$ cat src/hw/rtl/spaced_seed_shift_table_core_assert.svh
// Assertion macros shared by the spaced-seed shift table modules.
// SSST_ASSERT_IMPL checks a consequent in the same cycle as its antecedent.
// SSST_ASSERT_NEXT checks a consequent in the cycle after its antecedent.
`ifndef SPACED_SEED_SHIFT_TABLE_CORE_ASSERT_SVH
`define SPACED_SEED_SHIFT_TABLE_CORE_ASSERT_SVH
`ifndef SYNTHESIS
`define SSST_ASSERT_IMPL(label, clk, rst, ante, cons) \
  label: assert property (@(posedge clk) disable iff (rst) (ante) |-> (cons)) \
    else $error("assertion failed");
`define SSST_ASSERT_NEXT(label, clk, rst, ante, cons) \
  label: assert property (@(posedge clk) disable iff (rst) (ante) |=> (cons)) \
    else $error("assertion failed");
`else
`define SSST_ASSERT_IMPL(label, clk, rst, ante, cons)
`define SSST_ASSERT_NEXT(label, clk, rst, ante, cons)
`endif
`endif

$ cat src/hw/rtl/ssst_pkg.sv
`timescale 1ns / 1ps

package ssst_pkg;

  localparam int POS_W        = 6;
  localparam int CNT_W        = 7;
  localparam int SEED_W       = 64;
  localparam int CFG_IDX_W    = 1;
  localparam int IN_TDATA_W   = 8;
  localparam int OUT_TDATA_W  = 32;

  localparam logic [CFG_IDX_W-1:0] REG_SEED_PATTERN = 1'b0;
  localparam logic [CFG_IDX_W-1:0] REG_SEED_LENGTH  = 1'b1;

  typedef struct packed {
    logic load;
    logic scan;
    logic rd;
    logic cmp_count;
    logic step;
    logic update;
    logic emit_entry;
    logic emit_empty;
    logic emit_bad;
  } cmd_t;

  typedef struct packed {
    logic bad_in;
    logic scan_last;
    logic pairs_done;
    logic tail_done;
    logic mismatch;
    logic n_zero;
    logic out_free;
  } status_t;

endpackage

$ cat src/hw/rtl/spaced_seed_shift_table_core.sv
`timescale 1ns / 1ps
// Channel   Direction  Signals                          Contents
// s_axis    in         tvalid tready tdata[7:0]         shift_amount [5:0]
// m_axis    out        tvalid tready tdata[31:0] tuser  changed_position, ones_before_shift,
//                      tlast                            change_count, best_shift
// cfg       in         cfg_we cfg_index cfg_data[63:0]  0: seed_pattern, 1: seed_length
//
// Each shift works on the single position memory, read at two addresses per lookup,
// which is walked once to count the changes and once more to emit them; a bad shift skips
// both walks, and an empty list skips the second walk.
// Reset is synchronous and active high; it resets the config, held minimum, out_valid and FSM.
// A stalled output word holds the emission loop; the next shift is taken once its last
// word sits in the output register.
module spaced_seed_shift_table_core #(
  parameter int MAX_SEED_LEN = 64
) (
  input  logic                              clk,
  input  logic                              rst,
  input  logic                              s_axis_tvalid,
  output logic                              s_axis_tready,
  input  logic [ssst_pkg::IN_TDATA_W-1:0]   s_axis_tdata,   // [5:0] shift_amount
  output logic                              m_axis_tvalid,
  input  logic                              m_axis_tready,
  // [5:0] changed_position, [12:6] ones_before_shift, [19:13] change_count,
  // [25:20] best_shift
  output logic [ssst_pkg::OUT_TDATA_W-1:0]  m_axis_tdata,
  output logic                              m_axis_tuser,   // [0] position_valid
  output logic                              m_axis_tlast,
  input  logic                              cfg_we,
  input  logic [ssst_pkg::CFG_IDX_W-1:0]    cfg_index,
  input  logic [ssst_pkg::SEED_W-1:0]       cfg_data
);

  ssst_pkg::cmd_t             cmd;
  ssst_pkg::status_t          status;
  logic [ssst_pkg::POS_W-1:0] changed_position;
  logic [ssst_pkg::CNT_W-1:0] ones_before_shift;
  logic [ssst_pkg::CNT_W-1:0] change_count;
  logic [ssst_pkg::POS_W-1:0] best_shift;

  ssst_ctrl u_ctrl (
    .clk      (clk),
    .rst      (rst),
    .in_valid (s_axis_tvalid),
    .in_ready (s_axis_tready),
    .status   (status),
    .cmd      (cmd)
  );

  ssst_datapath #(
    .MAX_SEED_LEN (MAX_SEED_LEN)
  ) u_datapath (
    .clk               (clk),
    .rst               (rst),
    .cfg_we            (cfg_we),
    .cfg_index         (cfg_index),
    .cfg_data          (cfg_data),
    .shift_amount      (s_axis_tdata[ssst_pkg::POS_W-1:0]),
    .cmd               (cmd),
    .status            (status),
    .out_ready         (m_axis_tready),
    .out_valid         (m_axis_tvalid),
    .changed_position  (changed_position),
    .position_valid    (m_axis_tuser),
    .last_of_run       (m_axis_tlast),
    .ones_before_shift (ones_before_shift),
    .change_count      (change_count),
    .best_shift        (best_shift)
  );

  assign m_axis_tdata = {6'b0, best_shift, change_count, ones_before_shift, changed_position};

endmodule

$ cat src/hw/rtl/ssst_datapath.sv
`timescale 1ns / 1ps
`include "spaced_seed_shift_table_core_assert.svh"

module ssst_datapath #(
  parameter int MAX_SEED_LEN = 64
) (
  input  logic                          clk,
  input  logic                          rst,
  input  logic                          cfg_we,
  input  logic [ssst_pkg::CFG_IDX_W-1:0] cfg_index,
  input  logic [ssst_pkg::SEED_W-1:0]   cfg_data,
  input  logic [ssst_pkg::POS_W-1:0]    shift_amount,
  input  ssst_pkg::cmd_t                cmd,
  output ssst_pkg::status_t             status,
  input  logic                          out_ready,
  output logic                          out_valid,
  output logic [ssst_pkg::POS_W-1:0]    changed_position,
  output logic                          position_valid,
  output logic                          last_of_run,
  output logic [ssst_pkg::CNT_W-1:0]    ones_before_shift,
  output logic [ssst_pkg::CNT_W-1:0]    change_count,
  output logic [ssst_pkg::POS_W-1:0]    best_shift
);

  localparam int AW = $clog2(MAX_SEED_LEN);
  localparam logic [ssst_pkg::CNT_W-1:0] MAX_LEN = ssst_pkg::CNT_W'(MAX_SEED_LEN);

  logic [ssst_pkg::SEED_W-1:0] seed_pattern;
  logic [ssst_pkg::CNT_W-1:0]  seed_length;
  logic [ssst_pkg::POS_W-1:0]  shift;
  logic [ssst_pkg::CNT_W-1:0]  scan_k;
  logic [ssst_pkg::CNT_W-1:0]  ones_total;
  logic [ssst_pkg::CNT_W-1:0]  ones_before;
  logic [ssst_pkg::CNT_W-1:0]  idx;
  logic [ssst_pkg::CNT_W-1:0]  mism_count;
  logic [ssst_pkg::CNT_W-1:0]  emitted;
  logic [ssst_pkg::POS_W-1:0]  best_shift_held;
  logic [ssst_pkg::CNT_W-1:0]  best_count_held;
  logic [ssst_pkg::POS_W-1:0]  rd_a;
  logic [ssst_pkg::POS_W-1:0]  rd_b;
  logic [ssst_pkg::POS_W-1:0]  pos_mem [MAX_SEED_LEN];

  logic [ssst_pkg::CNT_W-1:0]  len_eff;
  logic [ssst_pkg::CNT_W-1:0]  pairs;
  logic [ssst_pkg::CNT_W-1:0]  idx_b;
  logic [ssst_pkg::CNT_W-1:0]  change_total;
  logic                        pattern_bit;
  logic                        emit_any;

  assign len_eff      = (seed_length > MAX_LEN) ? MAX_LEN : seed_length;
  assign pattern_bit  = seed_pattern[scan_k[ssst_pkg::POS_W-1:0]];
  assign pairs        = ones_total - ones_before;
  assign idx_b        = idx + ones_before;
  assign change_total = mism_count + ones_before;
  assign emit_any     = cmd.emit_entry | cmd.emit_empty | cmd.emit_bad;

  assign status.bad_in     = (shift_amount == '0) || ({1'b0, shift_amount} >= len_eff);
  assign status.scan_last  = ((scan_k + ssst_pkg::CNT_W'(1)) == len_eff);
  assign status.pairs_done = (idx == pairs);
  assign status.tail_done  = (idx == ones_total);
  assign status.mismatch   = (({1'b0, rd_a} + {1'b0, shift}) != {1'b0, rd_b});
  assign status.n_zero     = (change_total == '0);
  assign status.out_free   = !out_valid || out_ready;

  always_ff @(posedge clk) begin
    if (rst) begin
      seed_pattern <= '0;
      seed_length  <= ssst_pkg::CNT_W'(1);
    end else if (cfg_we) begin
      unique case (cfg_index)
        ssst_pkg::REG_SEED_PATTERN: seed_pattern <= cfg_data;
        ssst_pkg::REG_SEED_LENGTH:  seed_length  <= cfg_data[ssst_pkg::CNT_W-1:0];
      endcase
    end
  end

  always_ff @(posedge clk) begin
    if (cmd.scan && pattern_bit) begin
      pos_mem[ones_total[AW-1:0]] <= scan_k[ssst_pkg::POS_W-1:0];
    end
    if (cmd.rd) begin
      rd_a <= pos_mem[idx[AW-1:0]];
      rd_b <= pos_mem[idx_b[AW-1:0]];
    end
  end

  always_ff @(posedge clk) begin
    if (cmd.load) begin
      shift       <= shift_amount;
      scan_k      <= '0;
      ones_total  <= '0;
      ones_before <= '0;
      mism_count  <= '0;
    end
    if (cmd.scan) begin
      scan_k <= scan_k + ssst_pkg::CNT_W'(1);
      if (pattern_bit) begin
        ones_total <= ones_total + ssst_pkg::CNT_W'(1);
        if (scan_k < {1'b0, shift}) begin
          ones_before <= ones_before + ssst_pkg::CNT_W'(1);
        end
      end
    end
    if (cmd.cmp_count && status.mismatch) begin
      mism_count <= mism_count + ssst_pkg::CNT_W'(1);
    end
    priority if (cmd.load || cmd.update) begin
      idx <= '0;
    end else if (cmd.step) begin
      idx <= idx + ssst_pkg::CNT_W'(1);
    end
    priority if (cmd.update) begin
      emitted <= '0;
    end else if (cmd.emit_entry) begin
      emitted <= emitted + ssst_pkg::CNT_W'(1);
    end
  end

  always_ff @(posedge clk) begin
    if (rst) begin
      best_shift_held <= '0;
      best_count_held <= '0;
    end else if (cmd.update) begin
      if ((shift == ssst_pkg::POS_W'(1)) || !(best_count_held < change_total)) begin
        best_shift_held <= shift;
        best_count_held <= change_total;
      end
    end
  end

  always_ff @(posedge clk) begin
    if (rst) begin
      out_valid <= 1'b0;
    end else if (emit_any) begin
      out_valid <= 1'b1;
    end else if (out_ready) begin
      out_valid <= 1'b0;
    end
  end

  always_ff @(posedge clk) begin
    if (cmd.emit_entry) begin
      changed_position  <= idx[ssst_pkg::POS_W-1:0];
      position_valid    <= 1'b1;
      last_of_run       <= ((emitted + ssst_pkg::CNT_W'(1)) == change_total);
      ones_before_shift <= ones_before;
      change_count      <= change_total;
      best_shift        <= best_shift_held;
    end else if (cmd.emit_empty || cmd.emit_bad) begin
      changed_position  <= '0;
      position_valid    <= 1'b0;
      last_of_run       <= 1'b1;
      ones_before_shift <= cmd.emit_bad ? '0 : ones_before;
      change_count      <= '0;
      best_shift        <= best_shift_held;
    end
  end

  `SSST_ASSERT_IMPL(a_entry_in_list, clk, rst, cmd.emit_entry, idx < ones_total)
  `SSST_ASSERT_IMPL(a_entry_within_count, clk, rst, cmd.emit_entry, emitted < change_total)
  `SSST_ASSERT_IMPL(a_before_le_total, clk, rst, cmd.update, ones_before <= ones_total)

endmodule

$ cat src/hw/rtl/ssst_ctrl.sv
`timescale 1ns / 1ps
`include "spaced_seed_shift_table_core_assert.svh"

module ssst_ctrl (
  input  logic              clk,
  input  logic              rst,
  input  logic              in_valid,
  output logic              in_ready,
  input  ssst_pkg::status_t status,
  output ssst_pkg::cmd_t    cmd
);

  typedef enum logic [9:0] {
    ST_IDLE  = 10'b00_0000_0001,
    ST_SCAN  = 10'b00_0000_0010,
    ST_CRD   = 10'b00_0000_0100,
    ST_CCMP  = 10'b00_0000_1000,
    ST_UPD   = 10'b00_0001_0000,
    ST_ERD   = 10'b00_0010_0000,
    ST_ECMP  = 10'b00_0100_0000,
    ST_TAIL  = 10'b00_1000_0000,
    ST_EMPTY = 10'b01_0000_0000,
    ST_BAD   = 10'b10_0000_0000
  } state_t;

  state_t state;
  state_t state_next;

  assign in_ready = (state == ST_IDLE);

  always_ff @(posedge clk) begin
    if (rst) begin
      state <= ST_IDLE;
    end else begin
      state <= state_next;
    end
  end

  always_comb begin
    state_next = state;
    cmd        = '0;
    unique case (state)
      ST_IDLE: begin
        if (in_valid) begin
          cmd.load   = 1'b1;
          state_next = status.bad_in ? ST_BAD : ST_SCAN;
        end
      end
      ST_SCAN: begin
        cmd.scan = 1'b1;
        if (status.scan_last) begin
          state_next = ST_CRD;
        end
      end
      ST_CRD: begin
        if (status.pairs_done) begin
          state_next = ST_UPD;
        end else begin
          cmd.rd     = 1'b1;
          state_next = ST_CCMP;
        end
      end
      ST_CCMP: begin
        cmd.cmp_count = 1'b1;
        cmd.step      = 1'b1;
        state_next    = ST_CRD;
      end
      ST_UPD: begin
        cmd.update = 1'b1;
        state_next = status.n_zero ? ST_EMPTY : ST_ERD;
      end
      ST_ERD: begin
        if (status.pairs_done) begin
          state_next = ST_TAIL;
        end else begin
          cmd.rd     = 1'b1;
          state_next = ST_ECMP;
        end
      end
      ST_ECMP: begin
        if (!status.mismatch) begin
          cmd.step   = 1'b1;
          state_next = ST_ERD;
        end else if (status.out_free) begin
          cmd.emit_entry = 1'b1;
          cmd.step       = 1'b1;
          state_next     = ST_ERD;
        end
      end
      ST_TAIL: begin
        if (status.tail_done) begin
          state_next = ST_IDLE;
        end else if (status.out_free) begin
          cmd.emit_entry = 1'b1;
          cmd.step       = 1'b1;
        end
      end
      ST_EMPTY: begin
        if (status.out_free) begin
          cmd.emit_empty = 1'b1;
          state_next     = ST_IDLE;
        end
      end
      ST_BAD: begin
        if (status.out_free) begin
          cmd.emit_bad = 1'b1;
          state_next   = ST_IDLE;
        end
      end
      default: begin
        state_next = ST_IDLE;
      end
    endcase
  end

  `SSST_ASSERT_IMPL(a_emit_needs_room, clk, rst, cmd.emit_entry || cmd.emit_empty || cmd.emit_bad, status.out_free)
  `SSST_ASSERT_NEXT(a_accept_starts, clk, rst, in_valid && in_ready, state == ST_SCAN || state == ST_BAD)
  `SSST_ASSERT_NEXT(a_update_to_emit, clk, rst, cmd.update, state == ST_ERD || state == ST_EMPTY)

endmodule
$ cat config.mk
export PLATFORM = sky130hd
export DESIGN_NAME = spaced_seed_shift_table_core
export DESIGN_NICKNAME = d
export VERILOG_FILES = /design/src/hw/rtl/ssst_pkg.sv /design/src/hw/rtl/spaced_seed_shift_table_core.sv /design/src/hw/rtl/ssst_datapath.sv /design/src/hw/rtl/ssst_ctrl.sv
export VERILOG_INCLUDE_DIRS = /design/src /design/src/hw/rtl
export SDC_FILE = /design/constraint.sdc
export NUM_CORES = 1
export LEC_CHECK = 0
export ABC_AREA = 1
export BUFFER_PORTS_ARGS = -buffer_cell sky130_fd_sc_hd__clkbuf_2
export CAP_MARGIN = 20
export CORE_MARGIN = 2
export CORE_UTILIZATION = 37
export CTS_BUF_LIST = sky130_fd_sc_hd__clkbuf_2 sky130_fd_sc_hd__clkbuf_4 sky130_fd_sc_hd__clkbuf_8
export DETAILED_ROUTE_END_ITERATION = 10
export PLACE_DENSITY_LB_ADDON = 0.2
export REMOVE_ABC_BUFFERS = 1
export SYNTH_ARGS = -nofsm -noshare
export SYNTH_HDL_FRONTEND = slang
export SYNTH_HIERARCHICAL = 1
export SYNTH_SLANG_ARGS = --single-unit
export TNS_END_PERCENT = 10
$ cat constraint.sdc
create_clock -name clk -period 5.8 [get_ports clk]
set_input_delay 0.58 -clock clk [delete_from_list [all_inputs] [get_ports clk]]
set_output_delay 0.58 -clock clk [all_outputs]
set_load 0.02 [all_outputs]
==> results.ini <==
[worst_setup_path]
cp_max_fo = 70
slowest_delay_ns = 0.95
end_kind = flip-flop
worst_r2r_endpoint = u_datapath/rd_b[5]
cp.arrival_ns = 4.64
critPathSlowestCell = fa_4
rr_worst_depth = 10
cp_cell_sequence = ha_4 > fa_4 > inv_1 > a21oi_1 > o21ai_0 > a21oi_1 > o21ai_0 > nand2_1 > o21ai_1 > o21ai_1
critPathRequiredTime_ns = 6.24
reg2reg_from = u_datapath/idx[0]
reg2reg_slack_ns = 1.60
critPathKind = reg2reg
worst_setup_path_start_kind = flip-flop

[global_routing]
gr-usage-all-layers = 0.214
grt_pass1_wl_um = 135000
grt_max_degree = 100
antenna_found_initial = 1
grt_pass1_vias = 23100
overflow = 0

[placed_design]
io_buffers = 105
dpl_cell_area_mm2 = 0.0303
gp_congestion = 0.833
pre_cts_slack_ns = 1.64
dpl.cell_count = 4273
place_hpwl_um = 53700

[yosys]
syn_area_per_cell_um2 = 8.80
synth-main-ff-cell = edfxtp_1
synth_top_area_cell = edfxtp_1
ys_types = 51
netlist_area_mm2 = 0.0290
synth_commonest_cells = 595 x o21ai_0, 539 x nor2_1, 443 x edfxtp_1
synth_top_area_frac = 0.458
yosysMostFrequentCell = o21ai_0
ys_async_sr_fraction = 0
ys.warnings.count = 6
synthCells = 3298
yosys_register_bits = 567
synth_edf_count = 443
seq_area_frac_synth = 0.544
synth_area_leaders = edfxtp_1 46%, o21ai_0 10%, dfxtp_1 8.6%, nor2_1 7.0%, a21oi_1 4.7%

[cts]
cts_root_buffer = clkbuf_8
cts_setup_buffers = 0
cts_inserted_buffers = 101
clock_latency_ns = 0.73
htreeDepth = 3
clockBufferDepth = 3
path_clk_slew_ns = 0.06
ctsHoldBuffers = 0
cts.sinks = 567
tritoncts = yes
cts.repair.resized = 0

[sta]
rsz0062_at_grt = false
finalWorstSetupSlack_ns = 1.60
slew_violations = 0
fin_crit_ns = 4.20
hold_viol_final = 0
period_share = 0.724
worst_pin_slew_ns = 1.04
timing.hold.ws_ns = 0.0896
finalClockSkew_ns = 0.0473
setup_viol = 0
relSlewSlack = 0.306
timing.fmax_mhz = 238

[die]
core_mm2 = 0.0776
ios = 114
initial_utilization = 0.374
fp-row-count = 102
die_w_um = 284
design.die.area_mm2 = 0.0807
dieHeight_um = 284

[cells_and_area]
syn_to_final_growth_pct = 11.9
layoutNonFillerInstCount = 4465
fillers = 7797
final_net_count = 3462
finish.utilization = 0.419
drive_gt1_frac = 0.112
final_area_mm2 = 0.0325

[power_and_ir_drop]
p_int_uw = 8340
switching_share = 0.383
p_seq_frac = 0.380
vdd_drop_max_mv = 0.243
leakage_uw = 0.0121
combinationalPowerShare = 0.330
switching_power_uw = 5180
power.density_mw_per_mm2 = 416
clock_power_share = 0.291

[flow_run]
maxCapViolations = 0

[hold_path]
hold_path.class = in2reg
min_delay_path_depth = 3
hp-start = cfg_data[24]
whs_endpoint = u_datapath/seed_pattern[24]

[route]
drtIter0Drc = 2133
ant_nets = 0
dr.pass1.iters = 6
via_per_inst = 5.30
vias = 23700
wl_um = 87400
drc = 0
wire_per_inst_um = 19.6

[outcome]
status = completed

[critical path, delay by kind of cell (launching register included)]
kind | cells | cell delay (ns)
DFF | 1 | 0.81
AOI/OAI and AO/OA | 6 | 0.97
and+or+nand+nor | 1 | 0.09
adders and majority gates | 2 | 1.18
buffers and inverters | 1 | 0.82
[worst max path at each step]
stage                                           to                start  cells after the start  slack [ns]
floorplan                       u_datapath/rd_b[3]    u_datapath/idx[0]                      8       -6.20
global placement                u_datapath/rd_b[4]    u_datapath/idx[0]                     10        1.65
detailed placement              u_datapath/rd_b[1]    u_datapath/idx[0]                     12        1.64
CTS                             u_datapath/rd_b[4]    u_datapath/idx[0]                     10        1.63
global route        u_datapath/changed_position[0]  u_datapath/shift[0]                     12        1.37
finish                          u_datapath/rd_b[5]    u_datapath/idx[0]                     10        1.60
[power groups by stage]
stage                     sequential (µW)  clock, µW  combinational [µW]
after floorplan                      5460          0                2670
after global placement               5210          0                4420
final                                5130       3930                4460
after detailed placement             5210          0                4430
after CTS                            5130       4020                4450
after global routing                 5150       4200                4980
[cells by family after synthesis]
group / Yosys count / synth area share
adder cells (fa/ha/maj): 47 / 0.0213
XOR/XNOR: 67 / 0.0202
AND/OR/NAND/NOR: 1144 / 0.166
other: 1 / 0.000129
buffers and inverters: 467 / 0.0658
flip-flops: 567 / 0.544
AO/OA/AOI/OAI: 1005 / 0.182
[layout make-up]
cell class	count	area, µm²	share of cell area
inverters	249	940	0.0289
diodes	5	12.5	0.000385
multi-input cells	2269	11400	0.351
well taps	1040	1300	0.0401
repair buffers	149	881	0.0271
clock inverters	33	263	0.00809
flip-flops and latches	567	15800	0.486
clock buffers	153	1880	0.0579
[placed cells by master (no fill, tap or decap), types with 41 or more instances in the layout]
cell type    n
a21oi_1    275
buf_4       42
clkbuf_2   105
clkbuf_8   117
dfxtp_1    121
edfxtp_1   443
ha_1        42
inv_1      235
nand2_1    357
nand3_1    160
nor2_1     537
o211ai_1    73
o21ai_0    595
xor2_1      41
[metal layers]
metal	track usage	up-vias	wire, µm
li1	-	11500	-
met1	0.288	11200	37800
met2	0.353	806	41400
met3	0.0260	153	5470
met4	0.0820	0	2740
met5	0	-	0
[sequential cells by signal, summed over array words and instances (netlist names), 6 cells and up]
name                          cells
u_datapath/scan_k                 7
u_datapath/idx                    7
u_datapath/best_count_held        7
u_datapath/emitted                7
u_datapath/rd_a                   6
u_datapath/change_count           7
u_datapath/best_shift             6
u_datapath/ones_before            7
u_datapath/best_shift_held        6
u_datapath/pos_mem              384
u_datapath/changed_position       6
u_datapath/seed_pattern          64
u_datapath/mism_count             7
u_ctrl/state                     10
u_datapath/ones_before_shift      7
u_datapath/rd_b                   6
u_datapath/ones_total             7
u_datapath/shift                  6
u_datapath/seed_length            7
[through the flow]
step | TNS (ns) | power (µW)
final | 0 | 13500
after global routing | 0 | 14300
after CTS | 0 | 13600
after detailed placement | 0 | 9640
after global placement | 0 | 9630
after floorplan | -63.96 | 8130
(Power assumes the default switching activity.)
